--- src/hw/rtl/display_list_line_fetcher_unit_defines.svh ---
// Assertion macros for the display list line fetcher.
// Depends on a clock named i_clk and an active-low reset named i_rst_n in the using module.
`ifndef DISPLAY_LIST_LINE_FETCHER_UNIT_DEFINES_SVH
`define DISPLAY_LIST_LINE_FETCHER_UNIT_DEFINES_SVH

// The consequent must hold in the same cycle as the antecedent.
`define DLLF_ASSERT_SAME(label, ante, cons, msg) \
    label: assert property (@(posedge i_clk) disable iff (!i_rst_n) (ante) |-> (cons)) \
        else $error(msg);

// The consequent must hold in the cycle after the antecedent.
`define DLLF_ASSERT_NEXT(label, ante, cons, msg) \
    label: assert property (@(posedge i_clk) disable iff (!i_rst_n) (ante) |=> (cons)) \
        else $error(msg);

`endif

--- src/hw/rtl/dllf_pkg.sv ---
// Shared types and constants for the display list line fetcher.
// No dependencies; every module file imports this package.
package dllf_pkg;

    localparam int unsigned LINES_PER_FRAME = 27;
    localparam int unsigned LINE_W          = 5;
    localparam int unsigned ADDR_W          = 14;

    localparam logic [ADDR_W-1:0] TEXT_BASE   = 14'h2000;
    localparam logic [ADDR_W-1:0] TEXT_END    = 14'h2C00;
    localparam logic [7:0]        END_OF_LINE = 8'h7F;
    localparam logic [7:0]        COL_MAX     = 8'hFF;
    localparam logic [LINE_W-1:0] SKIP_60HZ   = 5'd2;
    localparam logic [LINE_W-1:0] SKIP_50HZ   = 5'd5;

    localparam logic OP_START   = 1'b0;
    localparam logic OP_DELIVER = 1'b1;

    // Register index, taken from paddr[2].
    localparam logic REG_COLUMN_LIMIT = 1'b0;
    localparam logic REG_RATE_50HZ    = 1'b1;

    typedef enum logic [1:0] {
        PH_IDLE   = 2'd0,
        PH_TEXT   = 2'd1,
        PH_PTR_HI = 2'd2,
        PH_PTR_LO = 2'd3
    } t_phase;

    typedef struct packed {
        logic [7:0] column_limit;
        logic       rate_50hz;
    } t_cfg;

    typedef struct packed {
        logic              fetch_valid;
        logic [ADDR_W-1:0] fetch_address;
        logic              draw_valid;
        logic [7:0]        draw_column;
        logic [LINE_W-1:0] draw_row;
        logic [7:0]        draw_char;
        logic              frame_done;
    } t_result;

endpackage

--- src/hw/rtl/display_list_line_fetcher_unit.sv ---
// Top level of the display list line fetcher: input register, walker, result register.
// Depends on dllf_pkg, dllf_cfg, dllf_walker and the assertion macro header.
//
// One fetched byte is taken per transaction and gives exactly one result. A new
// transaction is accepted in every cycle while results are taken. It is held in
// the input register, then passes through the walker's step logic into the
// result register once that register is free or drains. The walker's state
// feedback closes through its state registers, which sets the rate at one byte
// per cycle while results are taken. The user must write configuration over the
// APB-style port while no frame is being walked; the block does not enforce it.
`include "display_list_line_fetcher_unit_defines.svh"

module display_list_line_fetcher_unit import dllf_pkg::*; (
    input  logic              i_clk,
    input  logic              i_rst_n,
    input  logic              psel,
    input  logic              penable,
    input  logic              pwrite,
    input  logic [2:0]        paddr,
    input  logic [31:0]       pwdata,
    output logic [31:0]       prdata,
    output logic              pready,
    input  logic              i_in_valid,
    output logic              o_in_ready,
    input  logic              i_op,
    input  logic [7:0]        i_mem_byte,
    output logic              o_out_valid,
    input  logic              i_out_ready,
    output logic              o_fetch_valid,
    output logic [ADDR_W-1:0] o_fetch_address,
    output logic              o_draw_valid,
    output logic [7:0]        o_draw_column,
    output logic [LINE_W-1:0] o_draw_row,
    output logic [7:0]        o_draw_char,
    output logic              o_frame_done
);

    t_cfg       cfg;
    t_result    step_result;
    t_result    r_result;
    logic       r_in_valid;
    logic       r_op;
    logic [7:0] r_mem_byte;
    logic       r_out_valid;
    logic       advance;

    // The held transaction moves on when the result register is free or drains.
    assign advance    = r_in_valid & (~r_out_valid | i_out_ready);
    assign o_in_ready = ~r_in_valid | advance;

    dllf_cfg u_cfg (
        .i_clk   (i_clk),
        .i_rst_n (i_rst_n),
        .psel    (psel),
        .penable (penable),
        .pwrite  (pwrite),
        .paddr   (paddr),
        .pwdata  (pwdata),
        .prdata  (prdata),
        .pready  (pready),
        .o_cfg   (cfg)
    );

    dllf_walker u_walker (
        .i_clk      (i_clk),
        .i_rst_n    (i_rst_n),
        .i_step     (advance),
        .i_op       (r_op),
        .i_mem_byte (r_mem_byte),
        .i_cfg      (cfg),
        .o_result   (step_result)
    );

    always_ff @(posedge i_clk) begin
        if (!i_rst_n) begin
            r_in_valid <= 1'b0;
        end else if (i_in_valid & o_in_ready) begin
            r_in_valid <= 1'b1;
        end else if (advance) begin
            r_in_valid <= 1'b0;
        end
    end

    always_ff @(posedge i_clk) begin
        if (i_in_valid & o_in_ready) begin
            r_op       <= i_op;
            r_mem_byte <= i_mem_byte;
        end
    end

    always_ff @(posedge i_clk) begin
        if (!i_rst_n) begin
            r_out_valid <= 1'b0;
        end else if (advance) begin
            r_out_valid <= 1'b1;
        end else if (i_out_ready) begin
            r_out_valid <= 1'b0;
        end
    end

    always_ff @(posedge i_clk) begin
        if (advance) begin
            r_result <= step_result;
        end
    end

    assign o_out_valid     = r_out_valid;
    assign o_fetch_valid   = r_result.fetch_valid;
    assign o_fetch_address = r_result.fetch_address;
    assign o_draw_valid    = r_result.draw_valid;
    assign o_draw_column   = r_result.draw_column;
    assign o_draw_row      = r_result.draw_row;
    assign o_draw_char     = r_result.draw_char;
    assign o_frame_done    = r_result.frame_done;

    `DLLF_ASSERT_SAME(a_done_stops_fetch, o_out_valid && o_frame_done, !o_fetch_valid, "frame ended but a fetch is still requested")
    `DLLF_ASSERT_SAME(a_row_in_range, o_out_valid && o_draw_valid, o_draw_row < LINE_W'(LINES_PER_FRAME - 2), "drawn row beyond the last screen row")
    `DLLF_ASSERT_NEXT(a_step_gives_result, advance, o_out_valid, "a stepped transaction produced no result")

endmodule

--- src/hw/rtl/dllf_cfg.sv ---
// APB-style configuration registers: column limit and 50 Hz select.
// Depends on dllf_pkg for the register indices and the t_cfg type.
module dllf_cfg import dllf_pkg::*; (
    input  logic        i_clk,
    input  logic        i_rst_n,
    input  logic        psel,
    input  logic        penable,
    input  logic        pwrite,
    input  logic [2:0]  paddr,
    input  logic [31:0] pwdata,
    output logic [31:0] prdata,
    output logic        pready,
    output t_cfg        o_cfg
);

    logic [7:0] r_column_limit;
    logic       r_rate_50hz;
    logic       wr_en;

    assign wr_en  = psel & penable & pwrite;
    assign pready = 1'b1;

    always_ff @(posedge i_clk) begin
        if (!i_rst_n) begin
            r_column_limit <= 8'd80;
            r_rate_50hz    <= 1'b0;
        end else if (wr_en) begin
            case (paddr[2])
                REG_COLUMN_LIMIT: r_column_limit <= pwdata[7:0];
                REG_RATE_50HZ:    r_rate_50hz    <= pwdata[0];
                default:          r_rate_50hz    <= r_rate_50hz;
            endcase
        end
    end

    always_comb begin
        case (paddr[2])
            REG_COLUMN_LIMIT: prdata = {24'd0, r_column_limit};
            REG_RATE_50HZ:    prdata = {31'd0, r_rate_50hz};
            default:          prdata = 32'd0;
        endcase
    end

    assign o_cfg.column_limit = r_column_limit;
    assign o_cfg.rate_50hz    = r_rate_50hz;

endmodule

--- src/hw/rtl/dllf_walker.sv ---
// Display list walker: the fetch state and the single-pass step logic for one byte.
// Depends on dllf_pkg for the phase type, the result struct and the constants.
module dllf_walker import dllf_pkg::*; (
    input  logic       i_clk,
    input  logic       i_rst_n,
    input  logic       i_step,
    input  logic       i_op,
    input  logic [7:0] i_mem_byte,
    input  t_cfg       i_cfg,
    output t_result    o_result
);

    t_phase              r_phase, n_phase;
    logic [ADDR_W-1:0]   r_addr, n_addr;
    logic [LINE_W-1:0]   r_line, n_line;
    logic [7:0]          r_col, n_col;
    logic [3:0]          r_ptr_hi, n_ptr_hi;
    logic                n_done;
    logic [LINE_W-1:0]   skip;

    assign skip = i_cfg.rate_50hz ? SKIP_50HZ : SKIP_60HZ;

    // Next state. A line can end twice in one step: once on its pointer and once
    // more when that pointer lands outside the text area.
    always_comb begin
        logic [LINE_W:0] line_inc;
        n_phase  = r_phase;
        n_addr   = r_addr;
        n_line   = r_line;
        n_col    = r_col;
        n_ptr_hi = r_ptr_hi;
        n_done   = 1'b0;
        line_inc = '0;
        if (i_op == OP_START) begin
            n_phase  = PH_TEXT;
            n_addr   = TEXT_BASE;
            n_line   = '0;
            n_col    = '0;
            n_ptr_hi = '0;
        end else begin
            case (r_phase)
                PH_TEXT: begin
                    if (i_mem_byte == END_OF_LINE) begin
                        n_phase = PH_PTR_HI;
                    end else if (r_col != COL_MAX) begin
                        n_col = r_col + 8'd1;
                    end
                    n_addr = r_addr + 14'd1;
                end
                PH_PTR_HI: begin
                    n_ptr_hi = i_mem_byte[3:0];
                    n_addr   = r_addr + 14'd1;
                    n_phase  = PH_PTR_LO;
                end
                PH_PTR_LO: begin
                    n_addr   = {2'b10, r_ptr_hi, i_mem_byte};
                    n_col    = '0;
                    line_inc = {1'b0, r_line} + 6'd1;
                    n_line   = line_inc[LINE_W-1:0];
                    if (line_inc >= (LINE_W+1)'(LINES_PER_FRAME)) begin
                        n_phase = PH_IDLE;
                        n_done  = 1'b1;
                    end else begin
                        n_phase = PH_TEXT;
                    end
                end
                default: begin
                    n_phase = r_phase;
                end
            endcase
        end
        if ((n_phase == PH_TEXT) &&
            ((n_addr < TEXT_BASE) || (n_addr >= TEXT_END) || (n_col > i_cfg.column_limit))) begin
            n_addr   = TEXT_BASE;
            n_col    = '0;
            line_inc = {1'b0, n_line} + 6'd1;
            n_line   = line_inc[LINE_W-1:0];
            if (line_inc >= (LINE_W+1)'(LINES_PER_FRAME)) begin
                n_phase = PH_IDLE;
                n_done  = 1'b1;
            end
        end
    end

    // Result of this step.
    always_comb begin
        o_result               = '0;
        o_result.fetch_valid   = (n_phase != PH_IDLE);
        o_result.fetch_address = (n_phase != PH_IDLE) ? n_addr : '0;
        o_result.frame_done    = n_done;
        if ((i_op == OP_DELIVER) && (r_phase == PH_TEXT) &&
            (i_mem_byte != END_OF_LINE) && (r_line >= skip)) begin
            o_result.draw_valid  = 1'b1;
            o_result.draw_column = r_col;
            o_result.draw_row    = r_line - skip;
            o_result.draw_char   = i_mem_byte;
        end
    end

    always_ff @(posedge i_clk) begin
        if (!i_rst_n) begin
            r_phase  <= PH_IDLE;
            r_addr   <= TEXT_BASE;
            r_line   <= '0;
            r_col    <= '0;
            r_ptr_hi <= '0;
        end else if (i_step) begin
            r_phase  <= n_phase;
            r_addr   <= n_addr;
            r_line   <= n_line;
            r_col    <= n_col;
            r_ptr_hi <= n_ptr_hi;
        end
    end

endmodule
--- config.mk ---
export PLATFORM = sky130hd
export DESIGN_NAME = display_list_line_fetcher_unit
export DESIGN_NICKNAME = d
export VERILOG_FILES = /design/src/hw/rtl/dllf_pkg.sv /design/src/hw/rtl/display_list_line_fetcher_unit.sv /design/src/hw/rtl/dllf_cfg.sv /design/src/hw/rtl/dllf_walker.sv
export VERILOG_INCLUDE_DIRS = /design/src /design/src/hw/rtl
export SDC_FILE = /design/constraint.sdc
export NUM_CORES = 1
export LEC_CHECK = 0
export ABC_CLOCK_PERIOD_IN_PS = 3920
export BUFFER_PORTS_ARGS = -buffer_cell sky130_fd_sc_hd__buf_2
export CORE_MARGIN = 3
export CORE_UTILIZATION = 55
export CTS_BUF_LIST = sky130_fd_sc_hd__clkbuf_8
export DETAILED_ROUTE_END_ITERATION = 6
export PLACE_DENSITY = 0.9
export SLEW_MARGIN = 20
export SYNTH_ARGS = -nofsm -noshare
export SYNTH_HDL_FRONTEND = slang
export SYNTH_SLANG_ARGS = --single-unit
--- constraint.sdc ---
create_clock -name i_clk -period 3.92 [get_ports i_clk]
set_input_delay 0.98 -clock i_clk [delete_from_list [all_inputs] [get_ports i_clk]]
set_output_delay 0.98 -clock i_clk [all_outputs]
set_load 0.01 [all_outputs]
==> results.py <==
metrics = {
    "clock_network": {
        "clkTransAtPathRegs_ns": 0.09,
        "cts.sinks": 91,
        "ctsRootBufferMaster": "sky130_fd_sc_hd__clkbuf_8",
        "cts.htree.levels": 3,
        "clock_latency_ns": 0.36,
        "maximum_count_of_clock_buffers_along_a_single_path": 2,
        "postCtsHoldBufs": 0,
        "tritoncts": "done",
        "cts_inserted_buffers": 9,
    },
    "global_route": {
        "antenna_violations_before_repair": 0,
        "grt_pass1_vias": 4110,
        "grt_start_max_net_pins": 29,
        "grt_pass1_wl_um": 19600,
        "grt_util_all_layers_pct": 23.3,
        "grt.overflow.total": 0,
    },
    "pwr": {
        "leakage_nw": 2.33,
        "pwr-share-seq_pct": 57.7,
        "power_frac_clock_pct": 30.9,
        "power_frac_comb_pct": 11.4,
        "p_switching_w": 0.000482,
        "power.ir.vdd_worst_v": 0.000147,
        "power_density_relative_to_cell_area_nw_per_um2": 311,
        "netSwitchingFraction_pct": 26.6,
        "cell_internal_pwr_w": 0.00133,
    },
    "setup_path": {
        "critical_path_required_ns": 4.05,
        "worst-setup-path-type": "reg2reg",
        "critical_path_end_type": "flip-flop",
        "timing.critical_path.fanout_max": 9,
        "r2r_start": "r_mem_byte[7]",
        "setup.worst_path.start_class": "flip-flop",
        "critPathLaunch": "r_mem_byte[7]",
        "crit_arrival_ns": 3.97,
    },
    "timing": {
        "finalCriticalPeriod_ns": 3.83,
        "timing.final.max_slew_violations": 0,
        "fin_crit_sh_pct": 97.8,
        "finalHoldViolCount": 0,
        "max_clock_skew_ns": 0.0116,
        "setup_violations": 0,
        "worst_pin_slew_ns": 0.878,
        "max_freq_ghz": 0.261,
        "slew_headroom_pct": 41.5,
        "hold-worst-slack_ns": 0.468,
    },
    "die": {
        "placementRows": 34,
        "chipHeight_um": 103,
        "placeableCoreArea_um2": 8980,
        "initial_core_utilization_pct": 58.1,
        "design.die.area_um2": 10700,
        "io-pin-count": 124,
        "die_width_um": 103,
    },
    "layout": {
        "area_growth_pct": 11.9,
        "n_fill_cell": 680,
        "antennaDiodeCount": 0,
        "layout_cells_sized_above_1_pct": 20.1,
        "utilization_pct": 65.0,
        "fin_nets": 690,
    },
    "logic_synthesis": {
        "netlist_top_cells_count": "sky130_fd_sc_hd__nand2_1 (53), sky130_fd_sc_hd__edfxtp_1 (47), sky130_fd_sc_hd__dfxtp_1 (44), sky130_fd_sc_hd__buf_4 (30), sky130_fd_sc_hd__nor2_1 (28)",
        "syn_area_um2": 5220,
        "synthesis.instances": 548,
        "synth_edf_count": 47,
        "yosysTopAreaCell": "sky130_fd_sc_hd__edfxtp_1",
        "post-synth-top-count-cell": "sky130_fd_sc_hd__nand2_1",
        "synth.yosys.seq_area_share_pct": 43.9,
        "synth_async_sr_flop_share_pct": 0,
        "synth.lib_cells_used.distinct": 68,
        "synth.ff_latch_count": 91,
        "avgSynthCellArea_um2": 9.52,
        "yosysWarnings": 0,
        "share_of_the_synthesized_area_in_the_top_cell_type_pct": 27.1,
        "primary_ff_master_synth": "sky130_fd_sc_hd__edfxtp_1",
        "synth_area_leaders": "sky130_fd_sc_hd__edfxtp_1 (27%), sky130_fd_sc_hd__dfxtp_1 (17%), sky130_fd_sc_hd__ha_1 (5.0%)",
    },
    "drt": {
        "vias": 4499,
        "first_iter_violations": 553,
        "detailed_route_wire_length_per_cell_um": 16.5,
        "router_iterations_before_antenna_repair": 5,
        "post-route-drc-count": 0,
        "drt_wl_total_um": 12300,
        "avgViaCountPerCell": 6.01,
        "final_antenna_net_count": 0,
    },
    "placement": {
        "place.port_buffers": 72,
        "finalWeightedCongestion": 0.918,
        "detailed_place_hpwl_um": 8920,
    },
    "run": {
        "drv_cap": 0,
    },
    "min_path": {
        "hold_path_class": "reg2reg",
        "hold_path.startpoint": "u_cfg.r_column_limit[1]",
    },
    "outcome": {
        "outcome": "finished, final reports clean",
    },
}
[power by group through the flow]
stage / sequential [W] / combinational [W] / clock [W]
after floorplan: 0.00107 / 0.000142 / 0
after global placement: 0.00107 / 0.000191 / 0
after detailed placement: 0.00107 / 0.000198 / 0
after CTS: 0.00105 / 0.000199 / 0.000567
after global routing: 0.00105 / 0.000225 / 0.000603
final: 0.00105 / 0.000206 / 0.000560
[cells by family after synthesis]
logic type	Yosys count	share of synthesized area [%]
other	2	0.144
adder cells (fa/ha/maj)	22	5.42
buffers and inverters	81	8.32
multiplexers	8	1.66
AND/OR/NAND/NOR	205	20.9
XOR/XNOR	6	1.01
AO/OA/AOI/OAI	133	18.6
flip-flops	91	43.9
[placed cells by master (no fill, tap or decap), types with 6 or more instances in the layout]
master and n:
sky130_fd_sc_hd__conb_1 25, sky130_fd_sc_hd__o211ai_1 6, sky130_fd_sc_hd__a21o_1 6, sky130_fd_sc_hd__edfxtp_1 47
sky130_fd_sc_hd__a22o_1 20, sky130_fd_sc_hd__nor2b_1 11, sky130_fd_sc_hd__nand2_1 53, sky130_fd_sc_hd__dfxtp_1 44
sky130_fd_sc_hd__nand4_1 9, sky130_fd_sc_hd__nor2_1 28, sky130_fd_sc_hd__nor3_1 13, sky130_fd_sc_hd__nor4_1 11
sky130_fd_sc_hd__buf_2 72, sky130_fd_sc_hd__and3_1 15, sky130_fd_sc_hd__clkbuf_8 9, sky130_fd_sc_hd__a21oi_1 17
sky130_fd_sc_hd__and2_1 23, sky130_fd_sc_hd__nand2b_1 6, sky130_fd_sc_hd__nand3_1 14, sky130_fd_sc_hd__o22ai_1 6
sky130_fd_sc_hd__o21ai_0 24, sky130_fd_sc_hd__buf_4 17, sky130_fd_sc_hd__a211oi_1 6, sky130_fd_sc_hd__a21boi_0 8
sky130_fd_sc_hd__inv_1 23, sky130_fd_sc_hd__ha_1 21
[routing by layer]
layer,global-route usage [%],wire [um],up-vias
li1,-,-,2093
met1,31.0,4980,2085
met2,37.9,5920,284
met3,3.35,1120,37
met4,9.86,303,0
met5,0,0,-
[metrics by stage]
stage	setup TNS (ns)	std cells	setup slack [ns]	instance area, um^2	power, W
after detailed placement	0	729	0.0738	5610	0.00127
after global routing	-0.00439	748	-0.00439	5840	0.00188
after floorplan	0	571	0.406	5300	0.00122
after CTS	0	745	0.0412	5780	0.00181
final	0	748	0.0874	5840	0.00181
after global placement	0	729	0.227	5610	0.00126
[worst paths after layout]
kind / cells past startpoint / slack (ns) / endpoint
max: 13 / 0.09 / o_frame_done
min: 2 / 0.47 / u_cfg.r_column_limit[1]
max reg2reg: 13 / 0.09 / o_frame_done
min reg2reg: 2 / 0.47 / u_cfg.r_column_limit[1]
[sequential cells by signal, summed over array words and instances, names as in the netlist]
| register | flops |
|---|---|
| r_in_valid | 1 |
| o_draw_row | 5 |
| r_mem_byte | 8 |
| o_draw_valid | 1 |
| u_walker.r_phase | 2 |
| o_out_valid | 1 |
| o_fetch_valid | 1 |
| o_frame_done | 1 |
| u_walker.r_addr | 14 |
| u_cfg.r_rate_50hz | 1 |
| u_walker.r_line | 5 |
| u_cfg.r_column_limit | 8 |
| u_walker.r_col | 8 |
| r_op | 1 |
| o_fetch_address | 14 |
| o_draw_char | 8 |
| u_walker.r_ptr_hi | 4 |
| o_draw_column | 8 |
[cell type report]
type / instances / area [um^2] / share of cell area [%]
clock buffers: 9 / 124 / 2.12
clock inverters: 7 / 42.5 / 0.729
inverters: 25 / 93.8 / 1.61
multi-input cells: 399 / 2600 / 44.5
flip-flops and latches: 91 / 2290 / 39.3
well taps: 126 / 158 / 2.70
repair buffers: 91 / 528 / 9.04
[worst max-delay path, cell delays in order, from the launching register on]
cell,delay (ns)
sky130_fd_sc_hd__edfxtp_1,0.46
sky130_fd_sc_hd__nand4b_1,0.29
sky130_fd_sc_hd__o21ai_2,0.33
sky130_fd_sc_hd__buf_4,0.24
sky130_fd_sc_hd__nor3_1,0.09
sky130_fd_sc_hd__a311oi_1,0.49
sky130_fd_sc_hd__ha_1,0.34
sky130_fd_sc_hd__and4_1,0.22
sky130_fd_sc_hd__and4_1,0.19
sky130_fd_sc_hd__a22oi_1,0.16
sky130_fd_sc_hd__buf_4,0.18
sky130_fd_sc_hd__o31ai_4,0.08
sky130_fd_sc_hd__buf_4,0.19
sky130_fd_sc_hd__o21ai_0,0.32
[repair_timing]
action,4_1_cts,5_1_grt
setup buffers,0,3
resized for setup,0,4
hold endpoints to repair,0,0
setup endpoints to repair,0,40
(Power assumes the default switching activity.)
